### src/rtl/sgai_mul.sv
// Shift-add multiplier, one bit of b per cycle; stops once b runs out of ones.
module sgai_mul #(
   parameter int A_W = 40,
   parameter int B_W = 29
) (
   input  logic               clock,
   input  logic               reset,
   input  logic               start,
   input  logic [A_W-1:0]     a,
   input  logic [B_W-1:0]     b,
   output logic               done,
   output logic [A_W+B_W-1:0] prod
);

   logic               run_ff;
   logic               done_ff;
   logic [A_W+B_W-1:0] acc_ff;
   logic [A_W+B_W-1:0] a_ff;
   logic [B_W-1:0]     b_ff;

   always_ff @(posedge clock) begin
      if (reset) begin
         run_ff  <= 1'b0;
         done_ff <= 1'b0;
      end else begin
         done_ff <= 1'b0;
         if (start) begin
            run_ff <= 1'b1;
         end else if (run_ff && (b_ff == '0)) begin
            run_ff  <= 1'b0;
            done_ff <= 1'b1;
         end
      end
   end

   always_ff @(posedge clock) begin
      if (start) begin
         acc_ff <= '0;
         a_ff   <= (A_W+B_W)'(a);
         b_ff   <= b;
      end else if (run_ff && (b_ff != '0)) begin
         if (b_ff[0]) begin
            acc_ff <= acc_ff + a_ff;
         end
         a_ff <= a_ff << 1;
         b_ff <= b_ff >> 1;
      end
   end

   assign done = done_ff;
   assign prod = acc_ff;

endmodule

### config.mk
export PLATFORM = sky130hd
export DESIGN_NAME = sgai_mul
export DESIGN_NICKNAME = d
export VERILOG_FILES = /design/src/rtl/sgai_mul.sv
export SDC_FILE = /design/constraint.sdc
export NUM_CORES = 1
export LEC_CHECK = 0
export BUFFER_PORTS_ARGS = -buffer_cell sky130_fd_sc_hd__buf_2
export CORE_UTILIZATION = 53
export DETAILED_ROUTE_END_ITERATION = 10
export GPL_TIMING_DRIVEN = 0
export HOLD_SLACK_MARGIN = 0.02
export MAX_ROUTING_LAYER = met4
export PLACE_DENSITY = 0.79
export SLEW_MARGIN = 20
export SYNTH_ARGS = -nofsm -noshare
export SYNTH_HDL_FRONTEND = slang
export SYNTH_SLANG_ARGS = --single-unit
### constraint.sdc
create_clock -name clock -period 3.39 [get_ports clock]
set_input_delay 0.339 -clock clock [delete_from_list [all_inputs] [get_ports clock]]
set_output_delay 0.339 -clock clock [all_outputs]
set_load 0.005 [all_outputs]
Yosys cells after proc, flatten, opt, wreduce, memory -nomap -nowiden
Cells that the tools add are included.
{"block": "classes", "n_mux": 7, "addsub": 1, "n_reduce_logical": 8}
{"operator": "40-bit 2-to-1 mux", "n": 2}
{"operator": "69-bit adder", "n": 1}
{"operator": "29-bit 2-to-1 mux", "n": 2}
{"operator": "29-bit logical NOT", "n": 1}
{"operator": "29-bit nonzero test", "n": 1}
{"operator": "2-bit nonzero test", "n": 2}
{"operator": "1-bit 2-to-1 mux", "n": 3}
{"operator": "1-bit logical AND", "n": 2}
{"operator": "2-bit AND reduction", "n": 1}
{"operator": "2-bit OR reduction", "n": 1}
{"block": "totals", "out_inout_bits": 70, "input_bits": 72, "regBits": 169, "elab_cells": 22}

Logic depth before layout (Yosys ltp)
{"block": "logic_depth", "word_depth": 4, "mapped_depth": 12, "mapped_depth_nobuf": 12}

Worst setup path before layout
OpenSTA, ideal clock, no wires.
{"block": "synth_path", "path_type": "register -> register", "startpoint": "reg b_ff[28]", "endpoint": "reg a_ff[0], enable pin", "path_stages_with_launch": 6, "slack_ns": -0.125, "period_less_slack_ns": 3.515, "arrival_ns": 2.795, "path_buffers": 1, "required_ns": 2.669, "setup_time_ns": 0.721, "path_cell_list": "edfxtp_1 nor4_1 nand4_1 o21ai_1 clkbuf_1 nand2_1"}
{"block": "synth_between", "elab_chain_len": 3}
{"item": "from (decl)", "line": "19", "rtl": "logic [B_W-1:0] b_ff;"}
{"item": "from (signal assigned)", "line": "46", "rtl": "b_ff <= b_ff >> 1;"}
{"item": "29-bit nonzero test", "line": "41", "rtl": "end else if (run_ff && (b_ff != '0)) begin"}
{"item": "1-bit logical AND", "line": "41"}
{"item": "2-bit nonzero test (no source line)"}
{"item": "to (signal assigned)", "line": "39", "rtl": "a_ff <= (A_W+B_W)'(a);"}
{"item": "to (signal assigned)", "line": "45", "rtl": "a_ff <= a_ff << 1;"}
{"item": "to (decl)", "line": "18", "rtl": "logic [A_W+B_W-1:0] a_ff;"}
No other way between the ends.
A chain may end at the register's enable or synchronous reset.

Worst setup path in the final report
{"block": "layout_path", "startpoint": "reg a_ff[0]", "endpoint": "reg acc_ff[36] (netlist: prod[36])"}
{"block": "layout_between", "elab_chain_len": 1}
{"item": "69-bit adder", "line": "43", "rtl": "acc_ff <= acc_ff + a_ff;"}
{"item": "to (signal assigned)", "line": "43"}
{"item": "to (decl)", "line": "17", "rtl": "logic [A_W+B_W-1:0] acc_ff;"}
No other way between the ends.

==> results.toml <==
[grt]
grt_overflow = 0
grt_usage_pct = 28.5
met3_usage_pct = 5.97
grt_max_degree = 56
grt_first_pass_wirelength_mm = 44.0
busiest_layer = "met2"
antenna_found_initial = 0
use_met2_pct = 45.2
grt.met1_usage_pct = 36.0
grt_pass1_vias = 8901

[detailed_routing]
final_antenna_net_count = 0
post_drt_wl_per_cell_um = 17.4
totalWireLength_mm = 27.8
drc = 0
via_per_inst = 5.90
vias = 9406
drt_pass1_iterations = 5
drtIter0Drc = 650

[worst_setup_path]
worst_path_most_repeated_cell = "a21oi_2"
startpoint = "a_ff[0]"
worst-r2r-cell-count = 12
start_kind = "register"
arrival_ns = 3.74
ff2ff_setup_slack_ns = -0.04
slowest_delay_ns = 0.51
worstSetupPathType = "register to register"
rr_startpoint = "a_ff[0]"
path_cells = "ha_1 -> fa_1 -> a21oi_2 -> o211ai_1 -> a31oi_2 -> a21oi_2 -> nor3_1 -> o21bai_1 -> a21oi_1 -> o31ai_1 -> xnor2_1 -> o21ai_0"
crit_required_ns = 3.70
rr_endpoint = "prod[36]"
slowest_stage = "nor3_1"
crit_fanout = 4
crit_family = "compound AO/OA/AOI/OAI gates"
crit_buf_inv = 0
cp-end-kind = "register"

[yosys]
synth_top_cell_by_area = "edfxtp_1"
ys.flop_type = "dfxtp_1"
async_flop_share_pct = 0
synth_edf_count = 69
synth_top_area_share_pct = 19.8
yosys_warnings = 0
avgSynthCellArea_um2 = 9.06
synthDistinctLibCells = 67
syn-instance-count = 1156
synthTopCellsByArea = "edfxtp_1, dfxtp_1, ha_1, mux2_2, a21oi_1"
syn_nets = 1297
yosys_register_bits = 169
synth-seq-area-share_pct = 38.9
synthesis.area_um2 = 10500

[timing]
period_share_pct = 101
setup_violations = 1
finalHoldViolCount = 0
tightest_slew_ns = 0.832
maxSlewViolCount = 0
layout_min_cycle_time_ns = 3.43
slew_headroom_pct = 44.5
rsz0062_at_grt = "true"
fmax_mhz = 292
timing.final.ws_setup_ns = -0.0371
skew_ns = 0.0110

[cells_and_area]
diodes = 0
layout.cells.non_filler = 1595
drive_above_1_share_pct = 21.6
nets = 1458
fin_area_um2 = 12200
final_cell_mix = "buf_2, nand2_1, a21oi_1"
syn_to_final_growth_pct = 16.6
final.fill_count = 1637
layout_commonest_cell = "buf_2"
fin_util_pct = 63.0

[clock_network]
clock-root-buffer = "clkbuf_16"
tritoncts = "built"
path_clk_slew_ns = 0.07
insertion_delay_ns = 0.44
cts_buffers = 17
clk_path_buf_depth = 2
clkSinkCount = 169
cts.htree.levels = 4
holdBufCountCts = 0

[place]
dpl.cell_count = 1562
post-dp-hpwl_mm = 20.6
place_congestion = 0.940
placed_area_um2 = 11500
post-place-ws_ns = -0.122
io_buffers = 140

[die]
fp-row-count = 51
die_w_um = 143
start_util_pct = 54.0
dieArea_um2 = 20300
die_h_um = 143
core_um2 = 19400
ios = 142

[flow_run]
max_cap_viol_count = 0

[outcome]
outcome = "complete, but fails checks"
violations = "setup timing"

[hold_path]
holdPathEnd = "run_ff"
hp-class = "input port to register"
hold_depth = 2
hold_start = "reset"

[pwr]
ir_drop_mv = 0.374
p_per_area_nw_per_um2 = 446
p_leak_nw = 5.26
[how the worst max path moves through the flow]
stage / slack [ns] / to / depth (start not counted)
floorplan: 0.56 / a_ff[0] / 5
CTS: 0.04 / prod[44] / 11
global route: -0.13 / prod[36] / 12
global placement: -0.55 / a_ff[30] / 5
finish: -0.04 / prod[36] / 12
detailed placement: -0.12 / prod[6] / 10
[per-layer routing]
layer	vias up	share of wire, %
li1	4539	-
met1	4482	44
met2	331	47
met3	54	6.5
met4	0	2.3
met5	-	0
[what timing repair did]
action | 4_1_cts | 5_1_grt
setup endpoints to repair | 16 | 24
buffers inserted | 0 | 1
pin swaps | 0 | 1
resized for setup | 3 | 11
[report_power, final]
part / total [mW] / switching, mW / internal [mW]
Combinational: 1.07 / 0.632 / 0.440
Sequential: 2.38 / 0.103 / 2.28
Clock: 1.99 / 0.893 / 1.10
Total: 5.45 / 1.63 / 3.82
[Yosys cell counts, drive strengths merged, types with 9 or more instances]
master,instances
nand3,30
a21o,35
and2,9
edfxtp,69
nor3,12
nor4,12
a21oi,130
a31oi,16
ha,68
xor2,17
mux2,67
a211oi,10
nor2,96
clkbuf,55
nand4,30
dfxtp,100
xnor2,36
inv,23
mux2i,29
buf,12
o211ai,9
nand2,146
o21ai,57
o21bai,17
[layout make-up]
type                    count  area, um^2  area share, %
multi-input cells         897        6120           50.1
clock buffers              17         425           3.48
plain buffers              67         278           2.27
clock inverters            15         165           1.35
inverters                  23        86.3          0.707
well taps                 265         332           2.71
repair buffers            142         736           6.02
flip-flops and latches    169        4070           33.4
[flip-flops by register name (all words and copies together), names as in the netlist]
register / count
run_ff: 1
a_ff: 69
prod: 69
b_ff: 29
done: 1
[kinds of logic (layout without fill, tap and decap cells)]
group / Yosys count / after routing / share of synthesized area [%]
xor+xnor: 53 / 53 / 4.43
buf+inv: 90 / 264 / 3.45
fa+ha+maj: 69 / 69 / 8.31
compound gates: 312 / 312 / 18.5
flops: 169 / 169 / 38.9
mux: 96 / 96 / 9.97
simple gates: 367 / 367 / 16.5
[metrics by stage]
step                      TNS, ns  total power [mW]  hold slack, ns
final                     -0.0371              5.45          0.0615
after global routing        -1.07              5.65          0.0583
after CTS                       0              5.43          0.0569
after detailed placement   -0.221              3.46           0.430
after global placement     -37.42              3.43           0.419
after floorplan                 0              3.14           0.408
Note: power is estimated with default switching activity, not from simulation.
