**src/rtl/sgai_pkg.sv**
```systemverilog
package sgai_pkg;

   // result status codes
   localparam logic [1:0] STAT_FILL  = 2'd0;
   localparam logic [1:0] STAT_MOVE  = 2'd1;
   localparam logic [1:0] STAT_VALID = 2'd2;

   localparam int FRAC_W = 14;
   localparam int QUO_W  = 16;
   localparam int XR_W   = 30;

   localparam logic signed [15:0]     ONE_Q14 = 16'sd16384;
   localparam logic signed [XR_W-1:0] ONE_Q28 = 30'sd268435456;

   typedef logic signed [15:0] q14_type;

   typedef enum logic [15:0] {
      ST_IDLE   = 16'h0001,
      ST_SQ_NEW = 16'h0002,
      ST_SQ_OLD = 16'h0004,
      ST_ACCUM  = 16'h0008,
      ST_VAR_SS = 16'h0010,
      ST_VAR_NQ = 16'h0020,
      ST_LIM0   = 16'h0040,
      ST_LIM1   = 16'h0080,
      ST_LIM2   = 16'h0100,
      ST_TEST   = 16'h0200,
      ST_SQRT   = 16'h0400,
      ST_NDIV   = 16'h0800,
      ST_XR     = 16'h1000,
      ST_XSQ    = 16'h2000,
      ST_CROSS  = 16'h4000,
      ST_OUT    = 16'h8000
   } state_type;

endpackage

```
**src/rtl/sgai_div.sv**
```systemverilog
// Restoring divider, one quotient bit per cycle. Caller guarantees num < den * 2^16.
module sgai_div #(
   parameter int NUM_W = 44,
   parameter int DEN_W = 29
) (
   input  logic                         clock,
   input  logic                         reset,
   input  logic                         start,
   input  logic [NUM_W-1:0]             num,
   input  logic [DEN_W-1:0]             den,
   output logic                         done,
   output logic [sgai_pkg::QUO_W-1:0]   quo
);

   localparam int QW  = sgai_pkg::QUO_W;
   localparam int CW  = $clog2(QW + 1);

   logic              run_ff;
   logic              done_ff;
   logic [CW-1:0]     cnt_ff;
   logic [DEN_W-1:0]  rem_ff;
   logic [QW-1:0]     num_ff;
   logic [QW-1:0]     quo_ff;
   logic [DEN_W:0]    rem_sh;
   logic [DEN_W:0]    rem_sub;
   logic              fits;

   assign rem_sh  = {rem_ff, num_ff[QW-1]};
   assign rem_sub = rem_sh - {1'b0, den};
   assign fits    = rem_sh >= {1'b0, den};

   always_ff @(posedge clock) begin
      if (reset) begin
         run_ff  <= 1'b0;
         done_ff <= 1'b0;
      end else begin
         done_ff <= 1'b0;
         if (start) begin
            run_ff <= 1'b1;
         end else if (run_ff && (cnt_ff == '0)) begin
            run_ff  <= 1'b0;
            done_ff <= 1'b1;
         end
      end
   end

   always_ff @(posedge clock) begin
      if (start) begin
         rem_ff <= DEN_W'(num[NUM_W-1:QW]);
         num_ff <= num[QW-1:0];
         cnt_ff <= CW'(QW);
         quo_ff <= '0;
      end else if (run_ff && (cnt_ff != '0)) begin
         rem_ff <= fits ? rem_sub[DEN_W-1:0] : rem_sh[DEN_W-1:0];
         quo_ff <= {quo_ff[QW-2:0], fits};
         num_ff <= num_ff << 1;
         cnt_ff <= cnt_ff - 1'b1;
      end
   end

   assign done = done_ff;
   assign quo  = quo_ff;

endmodule

```
**config.mk**
```make
export PLATFORM = sky130hd
export DESIGN_NAME = sgai_div
export DESIGN_NICKNAME = d
export VERILOG_FILES = /design/src/rtl/sgai_pkg.sv /design/src/rtl/sgai_div.sv
export SDC_FILE = /design/constraint.sdc
export NUM_CORES = 1
export LEC_CHECK = 0
export ABC_AREA = 1
export BUFFER_PORTS_ARGS = -buffer_cell sky130_fd_sc_hd__buf_2
export CORE_ASPECT_RATIO = 1.75
export CORE_MARGIN = 2
export CORE_UTILIZATION = 52
export CTS_CLUSTER_DIAMETER = 80
export DETAILED_ROUTE_END_ITERATION = 12
export PLACE_DENSITY = 0.78
export SETUP_SLACK_MARGIN = 0.5
export SLEW_MARGIN = 20
export SYNTH_ARGS = -nofsm -noshare
export SYNTH_HDL_FRONTEND = slang
export SYNTH_SLANG_ARGS = --single-unit
```
**constraint.sdc**
```tcl
create_clock -name clock -period 2.1 [get_ports clock]
set_input_delay 0.42 -clock clock [delete_from_list [all_inputs] [get_ports clock]]
set_output_delay 0.42 -clock clock [all_outputs]
set_load 0.01 [all_outputs]
```
* Word level (Yosys, flattened, before mapping) *
Cells that the tools add are included.

cells by class
  add/sub/neg operators = 2
  magnitude comparators = 1
  muxes and demuxes = 8
  reductions and logical operators = 7

operator list
  kind                 count
  $mux 28              2
  $mux 16              2
  $ge 30x29->1         1
  $mux 29              1
  $sub 29x29->29       1
  $logic_not 5->1      1
  $reduce_bool 5->1    1
  $sub 5x1->5 const B  1
  $reduce_bool 2->1    2
  $mux 1               3
  $logic_and 1x1->1    2
  $reduce_or 2->1      1

storage, ports and cells
  bits in registers = 68

* Logic depth before layout (Yosys ltp) *
  word-level depth = 4
  mapped depth = 15
  depth with buffers taken out = 14

* Worst setup path after synthesis *
No wires, ideal clock.

  path kind = input -> register
  from = in den[0]
  to = reg rem_ff[20], data pin
  path buffers = 1
  arrival = 1.919 ns
  setup time = 0.252 ns
  setup slack = -0.072 ns
  required time = 1.848 ns
  stages on the path = 13
  cell sequence = ha_1 > fa_1 > inv_1 > nand3_1 > nand3_1 > nand2_1 > nand2_2 > nand2_2 > nand3_4 > buf_6 > nand3_1 > nand2_1 > nand2_1

on the way
  longest elaborated chain between the ends = 4
  elaborated cells between the ends (all ways) = 5
  classes of those cells = add/sub: 1; order compare: 1; mux: 3

ends and longest elaborated chain
  item                                            RTL line                        source
  start, declared                                 sgai_div.sv:10                  input logic [DEN_W-1:0] den,
  $sub 29x29->29 or $ge 30x29->1 (tied branches)  sgai_div.sv:29, sgai_div.sv:30
  $mux 29 *                                       sgai_div.sv:54                  rem_ff <= fits ? rem_sub[DEN_W-1:0] : rem_sh[DEN_W-1:0];
  $mux 28 *                                       sgai_div.sv:53                  end else if (run_ff && (cnt_ff != '0)) begin
  $mux 28 *                                       sgai_div.sv:48                  if (start) begin
  end signal, assigned                            sgai_div.sv:49                  rem_ff <= DEN_W'(num[NUM_W-1:QW]);
  end signal, assigned                            sgai_div.sv:54
  end, declared                                   sgai_div.sv:21                  logic [DEN_W-1:0] rem_ff;

Every way passes the cells marked *; elsewhere a longest branch is shown, timed or not. The select of a mux whose other input is x is not followed.
A chain may end at the register's enable or synchronous reset.

* Final worst setup path *
  from = reg rem_ff[6]
  to = reg rem_ff[28]

on the way
  longest elaborated chain between the ends = 2
  elaborated cells between the ends (all ways) = 3
  classes of those cells = add/sub: 1; order compare: 1; mux: 1

ends and longest elaborated chain
  item                                            RTL line
  $sub 29x29->29 or $ge 30x29->1 (tied branches)  sgai_div.sv:29, sgai_div.sv:30
  $mux 29 *                                       sgai_div.sv:54

Every way passes the cells marked *; elsewhere a longest branch is shown, timed or not.

==> flow_summary_export.csv <==
group,metric,value,unit
power_and_ir_drop,power.share.sequential,21.6,%
route,viasPerCell,5.53,
timing,post-route-min-period,2420,ps
setup_path,end_kind,"flip-flop",
setup_path,critPathMostFrequentCell,"nand2_1",
logic_synthesis,yosysTopAreaCellShare,24.8,%
min_path,hold_depth,2,
setup_path,r2r-end,"rem_ff[28]$_SDFFE_PP0P_",
layout,multi_input_area,3690,µm²
logic_synthesis,async_reset_ff_share,0,%
setup_path,crit_type,"flip-flop to flip-flop",
power_and_ir_drop,internal-power,5.23,mW
clock_network,postCtsHoldBufs,0,
timing,setup_slack,-316,ps
global_route,grt_pass1_vias,6220,
layout,final_nets,1147,
route,drcViolationCount,0,
layout,final_core_util,83.3,%
min_path,hold_path_end,"run_ff$_SDFFE_PP0P_",
timing,clock.fmax,414,MHz
clock_network,clkLatencyLatePin,350,ps
setup_path,critPathSlowestCell,"edfxtp_1",
power_and_ir_drop,pwr_density_cell,1090,nW/µm²
placement,post-dp-hpwl,12.3,mm
setup_path,crit_start,"rem_ff[6]$_DFFE_PP_",
route,ant_nets,0,
global_route,antenna_found_initial,0,
floorplanning,initial_core_util,53.8,%
setup_path,cp_top_family,"simple AND/OR/NAND/NOR gates",
global_route,grt_overflow,0,
logic_synthesis,avgSynthCellArea,6.51,µm²
power_and_ir_drop,power_frac_clock,18.2,%
layout,area.growth.synth_to_final,54.8,%
logic_synthesis,synth_top_cells_by_count,"nand2_1, inv_1, nor2_1",
placement,dp_slack,-294,ps
min_path,hp-class,"primary input to flip-flop",
power_and_ir_drop,total_power,9.01,mW
floorplanning,die-area,11100,µm²
power_and_ir_drop,peakVddDrop,866,µV
power_and_ir_drop,p_sw,3.78,mW
clock_network,cts_tree,"yes",
logic_synthesis,yosysWarnings,0,
timing,drv_slew,0,
layout,fillCellCount,604,
timing,relSlewSlack,71.6,%
placement,portBuffers,92,
floorplanning,die_width,80.6,µm
setup_path,r2r_cells,14,
timing,setup_tns,-6700,ps
clock_network,root_buffer,"clkbuf_16",
setup_path,crit_chain,"ha_4 -> nand2_2 -> inv_1 -> a21oi_1 -> nand2_1 -> nand2_1 -> nand2_2 -> buf_4 -> nand2_1 -> nand2_1 -> nand2_1 -> nand3_2 -> nand2_1 -> nand2_1",
logic_synthesis,synth_cells,819,
floorplanning,io_pins,93,
timing,setup_viol,30,
setup_path,timing.critical_path.buf_inv,2,
layout,drive_gt1_share,37.7,%
logic_synthesis,synth_flop_cell,"edfxtp_1",
route,routed_wl,20.4,mm
timing,finClkSkew,11.0,ps
clock_network,cts_sinks,68,
logic_synthesis,netlist_top_cells_area,"edfxtp_1, nand2_1, inv_1",
logic_synthesis,synth_edf_count,44,
logic_synthesis,syn-num-nets,927,
route,route.detailed.wl_per_inst,17.4,µm
setup_path,arrival,2660,ps
power_and_ir_drop,p_comb_share,60.2,%
run,drv_cap,0,
clock_network,cts_max_path_buffers,2,
clock_network,cts.reportedPaths.clkPinSlew,70,ps
setup_path,critPathMaxStageDelay,490,ps
setup_path,worstReg2RegStart,"rem_ff[6]$_DFFE_PP_",
floorplanning,dieHeight,138,µm
timing,tightest_slew,421,ps
outcome,status,"finished, violations left",
route,dr.pass1.iters,6,
logic_synthesis,yosysUniqueCellTypes,38,
timing,timing.final.crit_share,115,%
logic_synthesis,ys_seq_area_share,33.8,%
floorplanning,rows,48,
layout,antenna_cells,0,
setup_path,crit_fanout,4,
clock_network,cts_max_level,3,
global_route,grt_first_pass_wirelength,28.2,mm
floorplanning,core_area,9910,µm²
clock_network,tritoncts.num_buffers,9,
outcome,violations,"negative setup slack",
layout,fin_cells,1169,
min_path,hp-start,"reset",
setup_path,crit_required,2350,ps
placement,gp_congestion,0.986,
global_route,grt_max_degree,19,
logic_synthesis,netlist.top_cell.by_area,"edfxtp_1",
timing,final-hold-violation-count,0,
power_and_ir_drop,power.share.switching,41.9,%
layout,seqCellArea,1800,µm²
timing,rsz0062_at_grt,"yes",
setup_path,startpoint_type,"flip-flop",
logic_synthesis,synth_most_common_cell,"nand2_1",
placement,placed_cells,1113,
route,dr.first_iter.drc_count,543,
power_and_ir_drop,cellLeakagePower,4.20,nW
logic_synthesis,netlist_area,5330,µm²
logic_synthesis,ys_ff_latch,68,
setup_path,reg2reg_slack,-320,ps
global_route,grtUsageTotal,33.3,%
route,vias,6470,
cells by family after synthesis:
| kind of cell | after synthesis | share of synthesized area (%) |
|---|---|---|
| buffers and inverters | 162 | 12.1 |
| flip-flops | 68 | 33.8 |
| AO/OA/AOI/OAI | 64 | 6.73 |
| AND/OR/NAND/NOR | 480 | 37.6 |
| XOR/XNOR | 13 | 2.13 |
| adder cells (fa/ha/maj) | 32 | 7.65 |
how the worst max path moves through the flow:
stage	slack [ps]	depth (start not counted)	to
6_report	-320	14	rem_ff[28]$_SDFFE_PP0P_
2_1_floorplan	40	13	rem_ff[20]$_DFFE_PP_
3_3_place_gp	-270	15	rem_ff[25]$_DFFE_PP_
4_1_cts	-140	14	rem_ff[14]$_DFFE_PP_
3_5_place_dp	-290	15	rem_ff[12]$_DFFE_PP_
5_1_grt	-400	15	rem_ff[25]$_DFFE_PP_
sequential cells by signal, summed over array words and instances (netlist names):
signal and cells:
run_ff 1, done 1, rem_ff 29, cnt_ff 5, num_ff 16, quo 16
stage by stage:
stage	cell area, µm²	hold slack [ps]
floorplan	5730	430
global placement	6990	436
detailed placement	6990	442
CTS	7880	257
global route	8250	247
finish	8250	251
power groups by stage:
stage	logic (mW)	clock network, mW	registers, mW
global placement	3.77	0	1.93
CTS	4.67	1.63	1.92
floorplan	2.51	0	1.89
global route	5.77	1.69	1.96
detailed placement	3.84	0	1.93
finish	5.43	1.64	1.94
worst register-to-register path, delay by kind of cell, from the launching register on:
| family | cells | cell delay, ps |
|---|---|---|
| AO/OA/AOI/OAI | 1 | 320 |
| AND/OR/NAND/NOR | 10 | 1000 |
| adder cells (fa/ha/maj) | 1 | 280 |
| flip-flops | 1 | 490 |
| buffers and inverters | 2 | 220 |
area by class of cell:
| type | count | share of cell area, % |
|---|---|---|
| Sequential cell | 68 | 21.8 |
| Inverter | 145 | 6.73 |
| Multi-Input combinational cell | 589 | 44.7 |
| Tap cell | 125 | 1.89 |
| Clock inverter | 5 | 0.531 |
| Timing Repair Buffer | 226 | 21.0 |
| Clock buffer | 11 | 3.33 |
repair_timing:
item,4_1_cts,5_1_grt
setup endpoints to repair,91,90
gates resized for setup,79,61
setup buffers,22,9
cloned,5,4
pin swaps,36,21
placed cells by master, fill, tap and decap left out, types with 6 or more instances in the layout:
| cell type | count |
|---|---|
| nor2_4 | 12 |
| nand2_2 | 36 |
| inv_2 | 6 |
| xnor2_1 | 11 |
| nor3_1 | 7 |
| o21ai_1 | 8 |
| ha_4 | 29 |
| clkbuf_16 | 15 |
| buf_4 | 112 |
| nand4_1 | 8 |
| a21oi_2 | 6 |
| buf_6 | 7 |
| inv_1 | 136 |
| nand2_4 | 10 |
| nor2_2 | 20 |
| buf_2 | 92 |
| o22ai_1 | 14 |
| nand2_1 | 269 |
| nand3_2 | 14 |
| a21oi_1 | 18 |
| edfxtp_1 | 44 |
| nor2_1 | 48 |
| nand3_1 | 37 |
| dfxtp_1 | 23 |
layer usage:
layer | global-route usage, % | part of all wire, % | vias up
li1 | - | - | 3006
met4 | 23.2 | 7.8 | 0
met2 | 62.1 | 53 | 396
met1 | 33.0 | 33 | 2924
met3 | 4.56 | 6.1 | 144
met5 | 0 | 0 | -
No activity file was read; power rests on OpenSTA's default activity.
